<file path="src/sv/iskl_pkg.sv">
// Package: shared types, constants and helpers for the info string key lookup.
package iskl_pkg;

  localparam int KEY_MAX = 32;
  localparam int KEY_IDX_W = $clog2(KEY_MAX + 1);
  localparam int KEY_SEL_W = $clog2(KEY_MAX);
  localparam int CHARS_W = 256;
  localparam int CFG_IDX_W = 3;
  localparam int CFG_DATA_W = 64;
  localparam int FIFO_DEPTH = 4;
  localparam int FIFO_PTR_W = $clog2(FIFO_DEPTH);
  localparam int FIFO_CNT_W = $clog2(FIFO_DEPTH + 1);

  localparam logic [7:0] CH_BSLASH = 8'h5C;
  localparam logic [7:0] CH_NUL = 8'h00;

  localparam logic [CFG_IDX_W-1:0] REG_KEY_LENGTH = 3'd0;
  localparam logic [CFG_IDX_W-1:0] REG_KEY_CHARS_A = 3'd1;
  localparam logic [CFG_IDX_W-1:0] REG_KEY_CHARS_B = 3'd2;
  localparam logic [CFG_IDX_W-1:0] REG_KEY_CHARS_C = 3'd3;
  localparam logic [CFG_IDX_W-1:0] REG_KEY_CHARS_D = 3'd4;
  localparam logic [CFG_IDX_W-1:0] REG_MAX_VALUE_LENGTH = 3'd5;

  typedef struct packed {
    logic [7:0] ch;
    logic [7:0] ch_fold;
    logic       is_nul;
    logic       is_bslash;
  } item_t;

  typedef struct packed {
    logic [4:0]         key_length;
    logic [CHARS_W-1:0] key_chars;
    logic [7:0]         max_value_length;
  } cfg_t;

  function automatic logic [7:0] fold(input logic [7:0] c);
    logic [7:0] r;
    r = c;
    if (c >= 8'h41 && c <= 8'h5A) r = c + 8'h20;
    return r;
  endfunction

endpackage

</file>
<file path="src/sv/info_string_key_lookup.sv">
// Top level: configuration registers, front stage, request queue and back stage.
// Path: an accepted character is registered in the front stage, then in the queue, then in the result register.
// Throughput: one character per cycle while in_stall is low; the back stage state machine retires one
//   queued character per cycle whenever its output register can be loaded.
// Reset: synchronous active-low rst_n clears the queue, phase and counters; the
//   key registers clear to zero and max_value_length to 255.
module info_string_key_lookup (
  input  logic                               clk,
  input  logic                               rst_n,
  input  logic                               cfg_we,
  input  logic [iskl_pkg::CFG_IDX_W-1:0]     cfg_index,
  input  logic [iskl_pkg::CFG_DATA_W-1:0]    cfg_wdata,
  input  logic                               in_valid,
  output logic                               in_stall,
  input  logic [7:0]                         in_ch,
  output logic                               out_valid,
  input  logic                               out_stall,
  output logic [7:0]                         out_value_char,
  output logic                               out_has_char,
  output logic                               out_found,
  output logic                               out_last
);
  import iskl_pkg::*;

  cfg_t  cfg_r, cfg_nxt;
  logic  push, pop, fifo_full, head_valid;
  item_t push_item, head_item;

  always_comb begin
    cfg_nxt = cfg_r;
    if (cfg_we) begin
      case (cfg_index)
        REG_KEY_LENGTH:       cfg_nxt.key_length = cfg_wdata[4:0];
        REG_KEY_CHARS_A:      cfg_nxt.key_chars[63:0] = cfg_wdata;
        REG_KEY_CHARS_B:      cfg_nxt.key_chars[127:64] = cfg_wdata;
        REG_KEY_CHARS_C:      cfg_nxt.key_chars[191:128] = cfg_wdata;
        REG_KEY_CHARS_D:      cfg_nxt.key_chars[255:192] = cfg_wdata;
        REG_MAX_VALUE_LENGTH: cfg_nxt.max_value_length = cfg_wdata[7:0];
        default: begin
        end
      endcase
    end
  end

  always_ff @(posedge clk) begin
    if (!rst_n) begin
      cfg_r.key_length       <= '0;
      cfg_r.key_chars        <= '0;
      cfg_r.max_value_length <= 8'hFF;
    end else begin
      cfg_r <= cfg_nxt;
    end
  end

  iskl_front u_front (
    .clk       (clk),
    .rst_n     (rst_n),
    .in_valid  (in_valid),
    .in_stall  (in_stall),
    .in_ch     (in_ch),
    .push      (push),
    .push_item (push_item),
    .fifo_full (fifo_full)
  );

  iskl_fifo u_fifo (
    .clk        (clk),
    .rst_n      (rst_n),
    .push       (push),
    .push_item  (push_item),
    .full       (fifo_full),
    .pop        (pop),
    .head_valid (head_valid),
    .head_item  (head_item)
  );

  iskl_back u_back (
    .clk            (clk),
    .rst_n          (rst_n),
    .cfg            (cfg_r),
    .head_valid     (head_valid),
    .head_item      (head_item),
    .pop            (pop),
    .out_valid      (out_valid),
    .out_stall      (out_stall),
    .out_value_char (out_value_char),
    .out_has_char   (out_has_char),
    .out_found      (out_found),
    .out_last       (out_last)
  );

endmodule

</file>
<file path="src/sv/iskl_front.sv">
// Front stage: accepts characters and classifies them into queue items.
module iskl_front (
  input  logic               clk,
  input  logic               rst_n,
  input  logic               in_valid,
  output logic               in_stall,
  input  logic [7:0]         in_ch,
  output logic               push,
  output iskl_pkg::item_t    push_item,
  input  logic               fifo_full
);
  import iskl_pkg::*;

  logic  valid_r, valid_nxt;
  item_t item_r, item_nxt;
  logic  accept;

  assign in_stall  = valid_r && fifo_full;
  assign accept    = in_valid && !in_stall;
  assign push      = valid_r && !fifo_full;
  assign push_item = item_r;

  always_comb begin
    valid_nxt = valid_r;
    item_nxt  = item_r;
    if (accept) begin
      valid_nxt          = 1'b1;
      item_nxt.ch        = in_ch;
      item_nxt.ch_fold   = fold(in_ch);
      item_nxt.is_nul    = (in_ch == CH_NUL);
      item_nxt.is_bslash = (in_ch == CH_BSLASH);
    end else if (push) begin
      valid_nxt = 1'b0;
    end
  end

  always_ff @(posedge clk) begin
    if (!rst_n) begin
      valid_r <= 1'b0;
    end else begin
      valid_r <= valid_nxt;
    end
    item_r <= item_nxt;
  end

endmodule

</file>
<file path="src/sv/iskl_fifo.sv">
// Short queue between the front and back stages.
module iskl_fifo (
  input  logic            clk,
  input  logic            rst_n,
  input  logic            push,
  input  iskl_pkg::item_t push_item,
  output logic            full,
  input  logic            pop,
  output logic            head_valid,
  output iskl_pkg::item_t head_item
);
  import iskl_pkg::*;

  item_t                 mem [FIFO_DEPTH];
  logic [FIFO_PTR_W-1:0] wr_ptr_r, wr_ptr_nxt;
  logic [FIFO_PTR_W-1:0] rd_ptr_r, rd_ptr_nxt;
  logic [FIFO_CNT_W-1:0] count_r, count_nxt;

  assign full       = (count_r == FIFO_CNT_W'(FIFO_DEPTH));
  assign head_valid = (count_r != '0);
  assign head_item  = mem[rd_ptr_r];

  always_comb begin
    wr_ptr_nxt = wr_ptr_r;
    rd_ptr_nxt = rd_ptr_r;
    count_nxt  = count_r;
    if (push) wr_ptr_nxt = wr_ptr_r + 1'b1;
    if (pop) rd_ptr_nxt = rd_ptr_r + 1'b1;
    if (push && !pop) count_nxt = count_r + 1'b1;
    else if (!push && pop) count_nxt = count_r - 1'b1;
  end

  always_ff @(posedge clk) begin
    if (!rst_n) begin
      wr_ptr_r <= '0;
      rd_ptr_r <= '0;
      count_r  <= '0;
    end else begin
      wr_ptr_r <= wr_ptr_nxt;
      rd_ptr_r <= rd_ptr_nxt;
      count_r  <= count_nxt;
    end
    if (push) mem[wr_ptr_r] <= push_item;
  end

endmodule

</file>
<file path="src/sv/iskl_back.sv">
// Back stage: key match state machine and the registered result output.
module iskl_back (
  input  logic            clk,
  input  logic            rst_n,
  input  iskl_pkg::cfg_t  cfg,
  input  logic            head_valid,
  input  iskl_pkg::item_t head_item,
  output logic            pop,
  output logic            out_valid,
  input  logic            out_stall,
  output logic [7:0]      out_value_char,
  output logic            out_has_char,
  output logic            out_found,
  output logic            out_last
);
  import iskl_pkg::*;

  typedef enum logic [2:0] {
    PH_START,
    PH_KEY,
    PH_VALUE,
    PH_SKIP,
    PH_DONE
  } phase_t;

  phase_t               phase_r, phase_nxt;
  logic [KEY_IDX_W-1:0] key_index_r, key_index_nxt;
  logic                 key_mismatch_r, key_mismatch_nxt;
  logic [7:0]           value_count_r, value_count_nxt;
  logic                 out_valid_r, out_valid_nxt;
  logic [7:0]           value_char_r, value_char_nxt;
  logic                 has_char_r, has_char_nxt;
  logic                 found_r, found_nxt;
  logic                 last_r, last_nxt;

  logic                 emit;
  logic [7:0]           key_ch;
  logic                 ch_miss;

  assign pop = head_valid && (!out_valid_r || !out_stall);
  assign key_ch = cfg.key_chars[{key_index_r[KEY_SEL_W-1:0], 3'b000} +: 8];
  assign ch_miss = (key_index_r >= KEY_IDX_W'(KEY_MAX))
                || (key_index_r >= {1'b0, cfg.key_length})
                || (head_item.ch_fold != fold(key_ch));

  always_comb begin
    phase_nxt        = phase_r;
    key_index_nxt    = key_index_r;
    key_mismatch_nxt = key_mismatch_r;
    value_count_nxt  = value_count_r;
    emit             = 1'b0;
    value_char_nxt   = 8'h00;
    has_char_nxt     = 1'b0;
    found_nxt        = 1'b0;
    last_nxt         = 1'b0;
    if (pop) begin
      if (head_item.is_nul) begin
        phase_nxt        = PH_START;
        key_index_nxt    = '0;
        key_mismatch_nxt = 1'b0;
        value_count_nxt  = '0;
        emit             = (phase_r != PH_DONE);
        found_nxt        = (phase_r == PH_VALUE);
        last_nxt         = 1'b1;
      end else begin
        case (phase_r)
          PH_START: begin
            phase_nxt        = PH_KEY;
            key_index_nxt    = '0;
            key_mismatch_nxt = 1'b0;
          end
          PH_KEY: begin
            if (head_item.is_bslash) begin
              if (!key_mismatch_r && key_index_r == {1'b0, cfg.key_length}) begin
                phase_nxt       = PH_VALUE;
                value_count_nxt = '0;
              end else begin
                phase_nxt = PH_SKIP;
              end
            end else begin
              if (ch_miss) key_mismatch_nxt = 1'b1;
              if (key_index_r < KEY_IDX_W'(KEY_MAX)) key_index_nxt = key_index_r + 1'b1;
            end
          end
          PH_VALUE: begin
            if (head_item.is_bslash) begin
              phase_nxt = PH_DONE;
              emit      = 1'b1;
              found_nxt = 1'b1;
              last_nxt  = 1'b1;
            end else if (value_count_r < cfg.max_value_length) begin
              value_count_nxt = value_count_r + 1'b1;
              emit            = 1'b1;
              value_char_nxt  = head_item.ch;
              has_char_nxt    = 1'b1;
            end
          end
          PH_SKIP: begin
            if (head_item.is_bslash) begin
              phase_nxt        = PH_KEY;
              key_index_nxt    = '0;
              key_mismatch_nxt = 1'b0;
            end
          end
          default: begin
          end
        endcase
      end
    end
    if (pop) out_valid_nxt = emit;
    else if (!out_stall) out_valid_nxt = 1'b0;
    else out_valid_nxt = out_valid_r;
  end

  always_ff @(posedge clk) begin
    if (!rst_n) begin
      phase_r        <= PH_START;
      key_index_r    <= '0;
      key_mismatch_r <= 1'b0;
      value_count_r  <= '0;
      out_valid_r    <= 1'b0;
    end else begin
      phase_r        <= phase_nxt;
      key_index_r    <= key_index_nxt;
      key_mismatch_r <= key_mismatch_nxt;
      value_count_r  <= value_count_nxt;
      out_valid_r    <= out_valid_nxt;
    end
    if (pop && emit) begin
      value_char_r <= value_char_nxt;
      has_char_r   <= has_char_nxt;
      found_r      <= found_nxt;
      last_r       <= last_nxt;
    end
  end

  assign out_valid      = out_valid_r;
  assign out_value_char = value_char_r;
  assign out_has_char   = has_char_r;
  assign out_found      = found_r;
  assign out_last       = last_r;

endmodule

</file>
<file path="config.mk">
export PLATFORM = sky130hd
export DESIGN_NAME = info_string_key_lookup
export DESIGN_NICKNAME = d
export VERILOG_FILES = /design/src/sv/iskl_pkg.sv /design/src/sv/info_string_key_lookup.sv /design/src/sv/iskl_front.sv /design/src/sv/iskl_fifo.sv /design/src/sv/iskl_back.sv
export SDC_FILE = /design/constraint.sdc
export NUM_CORES = 1
export LEC_CHECK = 0
export ABC_AREA = 1
export BUFFER_PORTS_ARGS = -buffer_cell sky130_fd_sc_hd__buf_4
export CAP_MARGIN = 40
export CORE_UTILIZATION = 25
export DETAILED_ROUTE_END_ITERATION = 10
export HOLD_SLACK_MARGIN = 0.15
export RECOVER_POWER = 25
export SLEW_MARGIN = 25
export SYNTH_ARGS = -nofsm -noshare
export SYNTH_HDL_FRONTEND = slang
export SYNTH_SLANG_ARGS = --single-unit
</file>
<file path="constraint.sdc">
create_clock -name clk -period 3.3 [get_ports clk]
set_input_delay 0 -clock clk [delete_from_list [all_inputs] [get_ports clk]]
set_output_delay 0 -clock clk [all_outputs]
set_load 0.005 [all_outputs]
</file>
# After elaboration in Yosys (flattened, before gate mapping)
# Memories as Yosys holds them, arrays and structs flattened. A register that Yosys moved wholly into a read port is not among the register bits.
# Cells that the tools add are included.
# W data, S select, Z words.
[classes] n_addsub=8 order_cmp=8 n_eq_ne=23 shifts=1 muxes=43 bitwise_logic=3 reduce_logical=41
[ops] operator="$shiftx A256 B9 Y8" count=1
[ops] operator="$mux W8" count=7
[ops] operator="$mux W6" count=4
[ops] operator="$ne A3 B3 Y1 const B" count=7
[ops] operator="$mux W1" count=20
[ops] operator="$mux W3" count=6
[ops] operator="$pmux W6 S3" count=1
[ops] operator="$add A8 B6 Y8 const B" count=2
[ops] operator="$ge A8 B7 Y1 const B" count=2
[ops] operator="$le A8 B7 Y1 const B" count=2
[ops] operator="$pmux W8 S2" count=1
[ops] operator="$reduce_and A5 Y1" count=3
[ops] operator="$eq A3 B2 Y1 const B" count=4
[ops] operator="$pmux W3 S4" count=1
[ops] operator="$reduce_and A2 Y1" count=6
[ops] operator="$logic_and A1 B1 Y1" count=10
[ops] operator="$eq A3 B3 Y1 const B" count=3
[ops] operator="$ne A3 B2 Y1 const B" count=3
[ops] operator="$add A8 B1 Y8 const B" count=1
[ops] operator="$eq A8 B7 Y1 const B" count=1
[ops] operator="$logic_not A8 Y1" count=1
[ops] operator="$lt A8 B8 Y1" count=1
[ops] operator="$ne A8 B8 Y1" count=1
[ops] operator="$logic_not A1 Y1" count=7
[ops] operator="22 further kinds" count=32
[word_totals] reg_bits=325 ramBits=72 in_bits=80 output_inout_bits=13 memories=1
[memory_table] memory="u_fifo.mem" words=4 word_bits=18 rd=1 rd_clocked_by_memory_dff=1 wr=1 line_no="iskl_fifo.sv:14" source="item_t mem [FIFO_DEPTH];"

# Logic depth before layout (Yosys ltp)
# Gate-level depths: netlist of run 1.
[logic_depth] depth_word=10 mapped_depth=21

# By module
# From an unflattened synthesis of run 1, not the netlist that was laid out.
[hier_totals] cells_unflattened=2716 hier_area_um2=19099.6
[modules_own_cells] mod="info_string_key_lookup" instances=1 cells_per_inst=1532 area_per_inst_um2=10636.5 seq_area_each_um2=5385.2
[modules_own_cells] mod="iskl_back" instances=1 cells_per_inst=889 area_per_inst_um2=4662.0 seq_area_each_um2=710.7
[modules_own_cells] mod="iskl_fifo" instances=1 cells_per_inst=233 area_per_inst_um2=3153.0 seq_area_each_um2=2342.2
[modules_own_cells] mod="iskl_front" instances=1 cells_per_inst=62 area_per_inst_um2=648.1 seq_area_each_um2=410.4

# Worst setup path after synthesis of run 1
# No wires, ideal clock.
[synth_path] kind="reg2reg" startpoint="reg u_back.key_index_r[0]" endpoint="reg u_back.value_count_r[6]" t_arrival_ns=2.157 path_slack_ns=1.028 path_stages_with_launch=16 path_buffers=4 period_less_slack_ns=2.272 cell_sequence="dfxtp_1 -> buf_6 -> inv_2 -> buf_6 -> buf_4 -> ha_1 -> nand3_1 -> nor2_1 -> nor2_1 -> nor4_2 -> nand2_1 -> buf_2 -> nor3_2 -> nand3_1 -> nand2_1 -> nor2_1"
[synth_between] elab_chain_cells=4
[synth_lines] item="start, declared" line_no="iskl_back.sv:27" source="logic [KEY_IDX_W-1:0] key_index_r, key_index_nxt;"
[synth_lines] item="start signal, assigned" line_no="iskl_back.sv:124" source="key_index_r <= key_index_nxt;"
[synth_lines] item="$eq A6 B5 Y1" line_no="iskl_back.sv:74" source="if (!key_mismatch_r && key_index_r == {1'b0, cfg.key_length}) begin"
[synth_lines] item="$logic_and A1 B1 Y1" line_no="iskl_back.sv:74"
[synth_lines] item="$ne A3 B2 Y1 (no line)"
[synth_lines] item="$reduce_and A6 Y1 (no line)"
[synth_lines] item="end signal, assigned" line_no="iskl_back.sv:126" source="value_count_r <= value_count_nxt;"
[synth_lines] item="end, declared" line_no="iskl_back.sv:29" source="logic [7:0] value_count_r, value_count_nxt;"
# Every way passes these cells.
# A chain may end at the register's enable or synchronous reset.

# Worst setup path after layout of run 1
[layout_path] startpoint="in cfg_index[1] (netlist name)" endpoint="reg cfg_r[218] (netlist name)"
[layout_between] elab_chain_cells=2
[layout_lines] item="start, declared" line_no="info_string_key_lookup.sv:11" source="input logic [iskl_pkg::CFG_IDX_W-1:0] cfg_index,"
[layout_lines] item="$eq A3 B3 Y1" line_no="info_string_key_lookup.sv:32" source="case (cfg_index)"
[layout_lines] item="$reduce_and A2 Y1 (no line)"
[layout_lines] item="end signal, assigned" line_no="info_string_key_lookup.sv:51" source="cfg_r <= cfg_nxt;"
[layout_lines] item="end, declared" line_no="info_string_key_lookup.sv:25" source="cfg_t cfg_r, cfg_nxt;"
# Every way passes these cells.

==> metrics.yaml, run 1 <==
outcome: "finished with violations"
violations: "max-capacitance violations, max-slew violations"
yosys.area_share.simple_pct: 20.26
syn_area_um2: 16630
fin_skew_ns: 0.02402
ctsRootBufferMaster: "clkbuf_16"
holdPathStages: 4
cts.sinks: 374
hpwl_mm: 32.50
reg2reg_depth: 15
postSynthCellCount: 2186
cp.required_ns: 3.79
max-slew-margin-rel_pct: -62.82
max_freq_mhz: 363.7
synth_adder_area_share_pct: 1.776
utilization_pct: 30.67
fillCellCount: 6996
startpoint_type: "input port"
regToRegSetupSlack_ns: 0.61
num-nets-final: 2395
ant_nets: 0
tightestPinTransition_ns: 2.442
synth_cell_types: 44
leakage_nw: 7.948
grt_pass1_wl_mm: 78.46
cp-end-kind: "flop"
die_area_um2: 67540
hold_viol: 0
cts_tree: "built"
start_util_pct: 25.29
coreArea_um2: 65750
synth_compound_area_share_pct: 19.08
total_power_mw: 12.66
ys.flop_type: "dfxtp_1"
drv_cap: 2
drt-total-wl_mm: 49.81
grt.total_usage_pct: 14.68
layout-drive-gt1-share_pct: 8.919
synth-seq-area-share_pct: 49.60
powerDensity_nw_per_um2: 627.7
period_share_pct: 83.31
cts_resized: 0
routedWlPerCell_um: 15.64
gr-total-overflow: 0
final_common_cell: "nor2_1"
setup-violations-final: 0
num_antenna_cells: 0
synth_seq_cells: 374
syn_avg_cell_area_um2: 7.606
cp_max_fo: 83
first_pass_iters: 5
grt_start_max_net_pins: 129
cts_buffers: 38
synth_xor_area_share_pct: 0.2634
min_to: "cfg_r[121]$_SDFFE_PN0P_"
synthArstFlopShare_pct: 0
yosys_warnings: 0
fin_crit_ns: 2.749
antenna_found_initial: 1
r2r-start: "u_back.key_index_r[1]$_SDFFE_PN0P_"
critPathKind: "input port to flop"
clk_pin_slew_ns: 0.07
synth_fp_nets: 2289
vias_per_cell: 4.582
portBuffers: 92
ir_worst_vdd_uv: 308.2
globalplace.congestion: 0.8687
final_cell_mix: "nor2_1, o21ai_0, dfxtp_1"
drcViolationCount: 0
slew_viol_final: 213
reg2reg_to: "u_back.key_mismatch_r$_SDFFE_PN0P_"
drtIter0Drc: 1097
syn_to_final_growth_pct: 21.27
rsz0062_at_grt: "no"
route.vias.total: 14590
io_pins: 93
hold_class: "input port to flop"
synth_top_family_by_area: "simple AND/OR/NAND/NOR gates"
die_x_um: 259.9
die_height_um: 259.9
clk_latency_ns: 0.55
synth_edf_count: 76
num_rows: 94
critPathArrivalTime_ns: 3.24
htree_levels: 2
clock_path_buffers: 3
tns_ns: 0
synth.area.mux_share_pct: 0
grt_pass1_vias: 13650
worstHoldStart: "cfg_wdata[49]"
==> layout make-up <==
type	count	area [um2]	area share, %
Multi-Input combinational cell	1454	6899	34.21
Sequential cell	374	8253	40.93
Clock buffer	55	1159	5.746
Tap cell	864	1081	5.361
Timing Repair Buffer	209	1821	9.028
Clock inverter	14	142.6	0.7074
Inverter	215	809.5	4.015
==> synthesized netlist by cell type, types with 2 or more instances <==
library cell / count / share of area [%]
xor2_1: 4 / 0.21
a32o_1: 3 / 0.18
nand4_1: 5 / 0.19
clkbuf_1: 93 / 2.1
buf_1: 2 / 0.045
o21ai_1: 18 / 0.54
a221oi_1: 3 / 0.16
inv_2: 8 / 0.18
buf_2: 30 / 0.90
dfxtp_1: 298 / 36
o211ai_1: 35 / 1.6
nor3b_1: 2 / 0.090
buf_6: 13 / 0.88
edfxtp_1: 76 / 14
nor3_1: 10 / 0.30
a32oi_1: 5 / 0.26
a21oi_1: 213 / 6.4
nand2_2: 4 / 0.15
o21ai_0: 318 / 9.6
nor2_2: 3 / 0.11
nand2_1: 284 / 6.4
nor4_1: 4 / 0.15
buf_4: 5 / 0.23
nor2_1: 358 / 8.1
inv_1: 205 / 4.6
nand3_1: 148 / 4.5
ha_1: 22 / 1.7
==> where the power goes <==
| part | total, mW | switching, mW | internal [mW] |
|---|---|---|---|
| Combinational | 3.03 | 2.02 | 1.02 |
| Sequential | 5.19 | 0.175 | 5.01 |
| Clock | 4.44 | 1.88 | 2.56 |
| Total | 12.7 | 4.07 | 8.59 |
==> stage by stage <==
stage | instance area, um2 | instances | hold slack [ns] | worst slack [ns]
finish | 20160 | 3185 | 0.2469 | 0.5506
global route | 20160 | 3185 | 0.2640 | 0.2266
CTS | 20240 | 3184 | 0.1991 | 0.6257
detailed placement | 18130 | 3034 | 0.2105 | 0.6459
global placement | 18080 | 3032 | 0.2120 | 0.6841
floorplan | 16630 | 2186 | 0.09887 | 1.028
==> repair_timing <==
| item | in CTS | in global routing |
|---|---|---|
| setup buffers | 0 | 0 |
| hold buffers | 81 | 0 |
| endpoints found under the hold margin | 314 | 0 |
==> worst max-delay path, stage by stage <==
cell and delay, ns:
dlygate4sd3_1 0.54, clkbuf_1 0.22, nor2_1 0.08, inv_1 0.07
nor2_1 0.05, inv_1 0.07, clkbuf_2 1.42, nor2_1 0.07
nor2_1 0.15, dlygate4sd3_1 0.55
==> flip-flops by register name (all words and copies together), names as in the netlist, 2 cells and up, named ones only <==
signal and count:
u_fifo.count_r 3, u_fifo.rd_ptr_r 2, u_back.key_index_r 6, u_back.value_count_r 8, u_fifo.mem 52, u_front.push_item 13
cfg_r 269, u_back.out_value_char 8, u_fifo.wr_ptr_r 2, u_back.phase_r 3
==> cells by family (layout without fill, tap and decap cells) <==
| logic type | after synthesis | in the layout |
|---|---|---|
| and+or+nand+nor | 823 | 823 |
| AOI/OAI and AO/OA | 603 | 603 |
| DFF | 374 | 374 |
| buffers and inverters | 358 | 493 |
| adders and majority gates | 23 | 23 |
| xor gates and xnor gates | 5 | 5 |
==> per-layer routing <==
layer	part of all wire, %	vias up	GRT usage (%)
met2	46	346	23.49
met1	46	6736	19.96
met3	4.7	71	1.969
li1	-	7441	-
met4	3.3	0	5.588
met5	0	-	0
==> how the worst max path moves through the flow <==
| stage | start | to | slack (ns) |
|---|---|---|---|
| 2_1_floorplan | u_back.key_index_r[0]$_SDFFE_PN0P_ | u_back.value_count_r[6]$_SDFFE_PN0P_ | 1.03 |
| 3_3_place_gp | u_back.key_index_r[0]$_SDFFE_PN0P_ | u_back.value_count_r[2]$_SDFFE_PN0P_ | 0.68 |
| 3_5_place_dp | u_back.key_index_r[1]$_SDFFE_PN0P_ | u_back.key_mismatch_r$_SDFFE_PN0P_ | 0.65 |
| 4_1_cts | u_back.key_index_r[0]$_SDFFE_PN0P_ | u_back.value_count_r[2]$_SDFFE_PN0P_ | 0.63 |
| 5_1_grt | cfg_index[2] | cfg_r[173]$_SDFFE_PN0P_ | 0.23 |
| 6_report | cfg_index[1] | cfg_r[218]$_SDFFE_PN0P_ | 0.55 |
(Power assumes the default switching activity.)
==> inputs of run 2 (changes only) <==
==> constraint.sdc (replaced) <==
create_clock -name clk -period 2.9 [get_ports clk]
set_input_delay 0 -clock clk [delete_from_list [all_inputs] [get_ports clk]]
set_output_delay 0 -clock clk [all_outputs]
set_load 0.005 [all_outputs]
==> run 2 against run 1 <==
  * Clock skew rose by 0.0079 ns
  * Design area up 0.39%
  * The run still ends with max-capacitance violations, max-slew violations left
  * Final cell count increased by 0.22%
  * First-iteration DRC count up 8.4%
  * Power rose by 16%
  * Sequential cell count did not move
  * Highest routed layer unchanged
  * Global-route usage is 0.22 points higher
  * Utilization grew 0.12 points
  * Wire length is 2.2% higher
==> metrics.yaml, run 2 (synthesized netlist as in run 1, its figures left out) <==
critPathSlowestCell: "nor2_2"
post_cts_buffers: 0  # unchanged
ctsRootBufferMaster: "clkbuf_16"
startpoint_type: "flop"
hpwl_mm: 33.41  # +2.8%
cts.sinks: 374  # unchanged
worstHoldStart: "cfg_we"
critPathArrivalTime_ns: 3.15  # -0.09 ns
fin_skew_ns: 0.03196  # +0.007938 ns
grt_pass1_wl_mm: 79.70  # +1.6%
drt-total-wl_mm: 50.91  # +2.2%
globalRouteMet2Util_pct: 24.59  # +1.1 points
slew_viol_final: 84  # -61%
holdPathStages: 4  # unchanged
clk_latency_ns: 0.57  # +0.02 ns
die_x_um: 259.9  # unchanged
hold_buffers: 82  # +1.2%
grt_start_max_net_pins: 140  # +8.5%
layout-drive-gt1-share_pct: 9.067  # +0.15 points
htree_levels: 2  # unchanged
ant_nets: 0  # unchanged
critPathKind: "flop to flop"
largest_reg_flops: 269  # unchanged
portBuffers: 92  # unchanged
start_util_pct: 25.29  # unchanged
cp_max_fo: 17  # -80%
routedWlPerCell_um: 15.95  # +2.0%
regToRegSetupSlack_ns: 0.21  # -0.40 ns
num-nets-final: 2401  # +0.25%
r2r-start: "u_back.key_index_r[2]$_SDFFE_PN0P_"
met3_usage_pct: 1.823  # -0.15 points
grt_pass1_vias: 13830  # +1.3%
setup-violations-final: 0  # unchanged
reg2reg_depth: 15  # unchanged
hold_viol: 0  # unchanged
clock_path_buffers: 3  # unchanged
die_height_um: 259.9  # unchanged
final_common_cell: "nor2_1"
hold_class: "input port to flop"
antenna_found_initial: 1  # unchanged
syn_to_final_growth_pct: 21.75
rsz0062_at_grt: "no"
utilization_pct: 30.79  # +0.12 points
fin_crit_ns: 2.691
die_area_um2: 67540  # unchanged
tns_ns: 0  # unchanged
critPathMaxStageDelay_ns: 0.45  # -0.97 ns
crit_top_cell: "nand2_1"
period_share_pct: 92.78
drv_cap: 1  # -1
coreArea_um2: 65750  # unchanged
regMostFlops: "cfg_r"
reg2reg_to: "u_back.key_mismatch_r$_SDFFE_PN0P_"
outcome: "finished with violations"
cts_tree: "built"
globalplace.congestion: 0.8693  # about the same
io_pins: 93  # unchanged
ir_worst_vdd_uv: 442.6  # +44%
cp-end-kind: "flop"
max-slew-margin-rel_pct: -20.02  # +43 points
top_usage_layer: "met2"
num_rows: 94  # unchanged
fillCellCount: 6991  # -0.071%
leakage_nw: 7.977  # +0.36%
violations: "max-capacitance violations, max-slew violations"
vias_per_cell: 4.574  # -0.17%
clk_pin_slew_ns: 0.07  # about the same
cts_resized: 0  # unchanged
cp.required_ns: 3.36  # -0.43 ns
gr-total-overflow: 0  # unchanged
tightestPinTransition_ns: 1.800  # -0.6419 ns
max_freq_mhz: 371.7
globalRouteMet1Util_pct: 19.97  # about the same
first_pass_iters: 5  # unchanged
final_cell_mix: "nor2_1, o21ai_0, dfxtp_1"
min_to: "cfg_r[5]$_SDFFE_PN1P_"
route.vias.total: 14600  # +0.048%
cts_buffers: 39  # +2.6%
drcViolationCount: 0  # unchanged
grt.total_usage_pct: 14.90  # +0.22 points
path_cells: "buf_4 -> nor2_2 -> inv_2 -> a21oi_1 -> nor2_1 -> nand2_1 -> nand2_1 -> nand2_1 -> nor2_1 -> nor2_2 -> nand3_1 -> a21oi_1 -> nand3_1 -> nand2_1 -> a21oi_2"
drtIter0Drc: 1189  # +8.4%
cp_top_family: "simple AND/OR/NAND/NOR gates"
powerDensity_nw_per_um2: 722.5  # +15%
critPathBufInv: 2  # -4
run 2: worst reg2reg max path, delay by kind of cell, from the launching register on:
kind                   cells  cell delay [ns]
AO/OA/AOI/OAI              3             0.53
buffers and inverters      2             0.46
flip-flops                 1             0.35
AND/OR/NAND/NOR           10             1.25
run 2: worst max-delay path by stage:
| stage | from | endpoint | slack [ns] | depth (start not counted) |
|---|---|---|---|---|
| after CTS | u_back.key_index_r[2]$_SDFFE_PN0P_ | u_back.key_mismatch_r$_SDFFE_PN0P_ | 0.28 | 15 |
| after global routing | cfg_index[1] | cfg_r[263]$_SDFFE_PN0P_ | 0.04 | 10 |
| after global placement | u_back.key_index_r[2]$_SDFFE_PN0P_ | u_back.key_mismatch_r$_SDFFE_PN0P_ | 0.29 | 15 |
| after floorplan | u_back.key_index_r[0]$_SDFFE_PN0P_ | u_back.value_count_r[6]$_SDFFE_PN0P_ | 0.63 | 15 |
| final | u_back.key_index_r[2]$_SDFFE_PN0P_ | u_back.key_mismatch_r$_SDFFE_PN0P_ | 0.21 | 15 |
| after detailed placement | u_back.key_index_r[2]$_SDFFE_PN0P_ | u_back.key_mismatch_r$_SDFFE_PN0P_ | 0.27 | 15 |
run 2: final cells by class:
cell class	instances	area [um2]	share of cell area (%)
diodes	1	2.502	0.01236
clock buffers	53	1089	5.377
clock inverters	17	201.4	0.9951
inverters	215	809.5	3.999
multi-input cells	1454	6907	34.12
flip-flops and latches	374	8253	40.77
well taps	864	1081	5.340
repair buffers	214	1901	9.389
run 2: per-stage QoR:
stage               worst slack [ns]  area, um2  power, mW  hold slack (ns)  std cells
global placement              0.2887      18170      9.563           0.2109       3037
CTS                           0.2758      20300      14.78           0.1938       3190
global route                 0.04365      20240      15.39           0.1601       3192
floorplan                     0.6277      16630      8.310          0.09887       2186
detailed placement            0.2705      18190      9.564           0.2127       3038
finish                        0.2094      20240      14.62          0.06792       3192
run 2: layer usage:
layer / vias to the layer above / share of wire [%] / routed length, um
li1: 7446 / - / -
met1: 6724 / 46 / 23470
met2: 354 / 47 / 23770
met3: 77 / 4.4 / 2231
met4: 0 / 2.8 / 1435
met5: - / 0 / 0
run 2: where the power goes:
part	internal [mW]	total, mW	switching (mW)
Combinational	1.24	3.60	2.36
Sequential	5.71	5.90	0.191
Clock	2.93	5.12	2.19
Total	9.88	14.6	4.74
==> inputs of run 3 (changes only) <==
==> constraint.sdc (replaced) <==
create_clock -name clk -period 2.9 [get_ports clk]
set_input_delay 0.435 -clock clk [delete_from_list [all_inputs] [get_ports clk]]
set_output_delay 0.435 -clock clk [all_outputs]
set_load 0.005 [all_outputs]
==> run 3 against run 2 <==
  * The run still ends with max-capacitance violations, max-slew violations left
  * Sequential share of layout area increased by 0.79 points
  * Clock skew about the same
  * Critical path depth unchanged
  * Fmax up 0.93%
  * Clock power is 4.5% higher
  * Setup slack improved by 0.025 ns
  * Die area did not move
  * Wire length down 1.4%
  * Final cell count fell by 1.3%
  * Design area is 1.9% lower
  * Utilization is 0.59 points lower
  * Global-route usage decreased by 0.26 points
==> metrics.yaml, run 3 (synthesized netlist as in run 1, its figures left out) <==
fin_crit_ns: 2.666  # -0.02471 ns
cp_max_fo: 19  # +2
num_rows: 94  # unchanged
portBuffers: 92  # unchanged
globalplace.congestion: 0.8808  # +1.3%
clock_path_buffers: 3  # unchanged
timing.final.ws_setup_ns: 0.2341  # +0.02471 ns
critPathKind: "flop to flop"
first_pass_iters: 8  # +3
critPathArrivalTime_ns: 3.10  # -0.05 ns
vias_per_cell: 4.605  # +0.67%
reg2reg_depth: 15  # unchanged
hold_viol: 0  # unchanged
drtIter0Drc: 1221  # +2.7%
clk_latency_ns: 0.56  # about the same
cts_buffers: 39  # unchanged
outcome: "finished with violations"
worstHoldStart: "cfg_wdata[15]"
regToRegSetupSlack_ns: 0.23  # +0.02 ns
die_height_um: 259.9  # unchanged
tns_ns: 0  # unchanged
routedWlPerCell_um: 15.92  # -0.16%
hold_class: "input port to flop"
ir_worst_vdd_uv: 360.6  # -19%
drv_cap: 3  # +2
place_ws_ns: 0.3268  # +0.05631 ns
powerDensity_nw_per_um2: 746.5  # +3.3%
grt_start_max_net_pins: 151  # +7.9%
hold_buffers: 35  # -57%
period_share_pct: 91.93  # -0.85 points
leakage_nw: 7.842  # -1.7%
holdPathStages: 3  # -1
num-nets-final: 2358  # -1.8%
cts_tree: "built"
layout-drive-gt1-share_pct: 9.755  # +0.69 points
final_cell_mix: "nor2_1, o21ai_0, dfxtp_1"
max_freq_mhz: 375.1  # +0.93%
largest_reg_flops: 269  # unchanged
grt_pass1_wl_mm: 77.67  # -2.5%
die_area_um2: 67540  # unchanged
syn_to_final_growth_pct: 19.42
hpwl_mm: 33.41  # about the same
post_cts_buffers: 0  # unchanged
cp.required_ns: 3.33  # -0.03 ns
slew_viol_final: 267  # +220%
startpoint_type: "flop"
grt_pass1_vias: 13140  # -5.0%
rsz0062_at_grt: "no"
tightestPinTransition_ns: 2.172  # +0.3719 ns
drt-total-wl_mm: 50.18  # -1.4%
clk_pin_slew_ns: 0.07  # about the same
ant_nets: 0  # unchanged
ctsRootBufferMaster: "clkbuf_16"
min_to: "cfg_r[87]$_SDFFE_PN0P_"
start_util_pct: 25.29  # unchanged
reg2reg_to: "u_back.key_mismatch_r$_SDFFE_PN0P_"
cp-end-kind: "flop"
grt.total_usage_pct: 14.63  # -0.26 points
regMostFlops: "cfg_r"
violations: "max-capacitance violations, max-slew violations"
fin_skew_ns: 0.03231  # +0.0003520 ns
route.vias.total: 14510  # -0.62%
setup-violations-final: 0  # unchanged
cts_resized: 0  # unchanged
max-slew-margin-rel_pct: -44.81  # -25 points
htree_levels: 2  # unchanged
final_common_cell: "nor2_1"
die_x_um: 259.9  # unchanged
coreArea_um2: 65750  # unchanged
gr-total-overflow: 0  # unchanged
r2r-start: "u_back.key_index_r[3]$_SDFFE_PN0P_"
drcViolationCount: 0  # unchanged
fillCellCount: 6982  # -0.13%
antenna_found_initial: 1  # unchanged
io_pins: 93  # unchanged
cts.sinks: 374  # unchanged
## run 3: cell count changes in the layout (fill, tap and decap cells not counted), moves of 4 or more
| cell | previous run | this run |
|---|---|---|
| clkinv_2 | 4 | 9 |
| clkbuf_4 | 14 | 1 |
| buf_4 | 96 | 113 |
| dlygate4sd3_1 | 82 | 35 |
| clkbuf_1 | 18 | 14 |
## run 3: worst max path at each step
stage	cells after the start	to	slack, ns	start
finish	15	u_back.key_mismatch_r$_SDFFE_PN0P_	0.23	u_back.key_index_r[3]$_SDFFE_PN0P_
global route	16	u_back.key_mismatch_r$_SDFFE_PN0P_	0.04	u_back.key_index_r[3]$_SDFFE_PN0P_
CTS	15	u_back.key_mismatch_r$_SDFFE_PN0P_	0.30	u_back.key_index_r[2]$_SDFFE_PN0P_
detailed placement	15	u_back.key_mismatch_r$_SDFFE_PN0P_	0.33	u_back.key_index_r[2]$_SDFFE_PN0P_
global placement	15	u_back.key_mismatch_r$_SDFFE_PN0P_	0.27	u_back.key_index_r[2]$_SDFFE_PN0P_
floorplan	15	u_back.value_count_r[6]$_SDFFE_PN0P_	0.63	u_back.key_index_r[0]$_SDFFE_PN0P_
## run 3: layout make-up
type                    instances  area (um2)  share of cell area [%]
well taps                     864        1081                   5.444
clock inverters                19       221.5                   1.115
repair buffers                171        1429                   7.196
flip-flops and latches        374        8253                   41.56
inverters                     215       809.5                   4.077
multi-input cells            1454        6899                   34.74
clock buffers                  53        1161                   5.848
diodes                          1       2.502                 0.01260
## run 3: power breakdown
part	internal, mW	total, mW	switching, mW
Combinational	1.22	3.59	2.37
Sequential	5.71	5.88	0.178
Clock	3.19	5.35	2.16
Total	10.1	14.8	4.71
## run 3: stage by stage
| stage | power, mW | hold slack (ns) | utilization [%] | std cells | cell area [um2] |
|---|---|---|---|---|---|
| after global routing | 15.55 | 0.1575 | 30.20 | 3150 | 19850 |
| after detailed placement | 9.582 | 0.4342 | 27.67 | 3042 | 18190 |
| after floorplan | 8.310 | 0.4200 | - | 2186 | 16630 |
| after global placement | 9.575 | 0.4325 | 27.67 | 3042 | 18190 |
| final | 14.82 | 0.1565 | 30.20 | 3151 | 19860 |
| after CTS | 14.96 | 0.1502 | 30.31 | 3149 | 19930 |
## run 3: metal layers
metal	part of all wire [%]	up-vias	global-route usage [%]
met5	0.020	-	0
met4	3.1	2	5.490
met3	5.5	80	2.183
met2	46	381	23.21
met1	46	6691	19.96
li1	-	7356	-
## run 3: critical path, cell delays in order, from the launching register on
cell,delay (ns)
dfxtp_1,0.39
inv_2,0.19
nor2_2,0.43
inv_2,0.21
a21oi_1,0.29
nor2_1,0.07
nand2_1,0.08
nand2_1,0.11
nand2_1,0.10
nor2_1,0.05
nor2_2,0.16
nand3_1,0.09
a21oi_1,0.15
nand3_1,0.09
nand2_1,0.07
a21oi_2,0.05
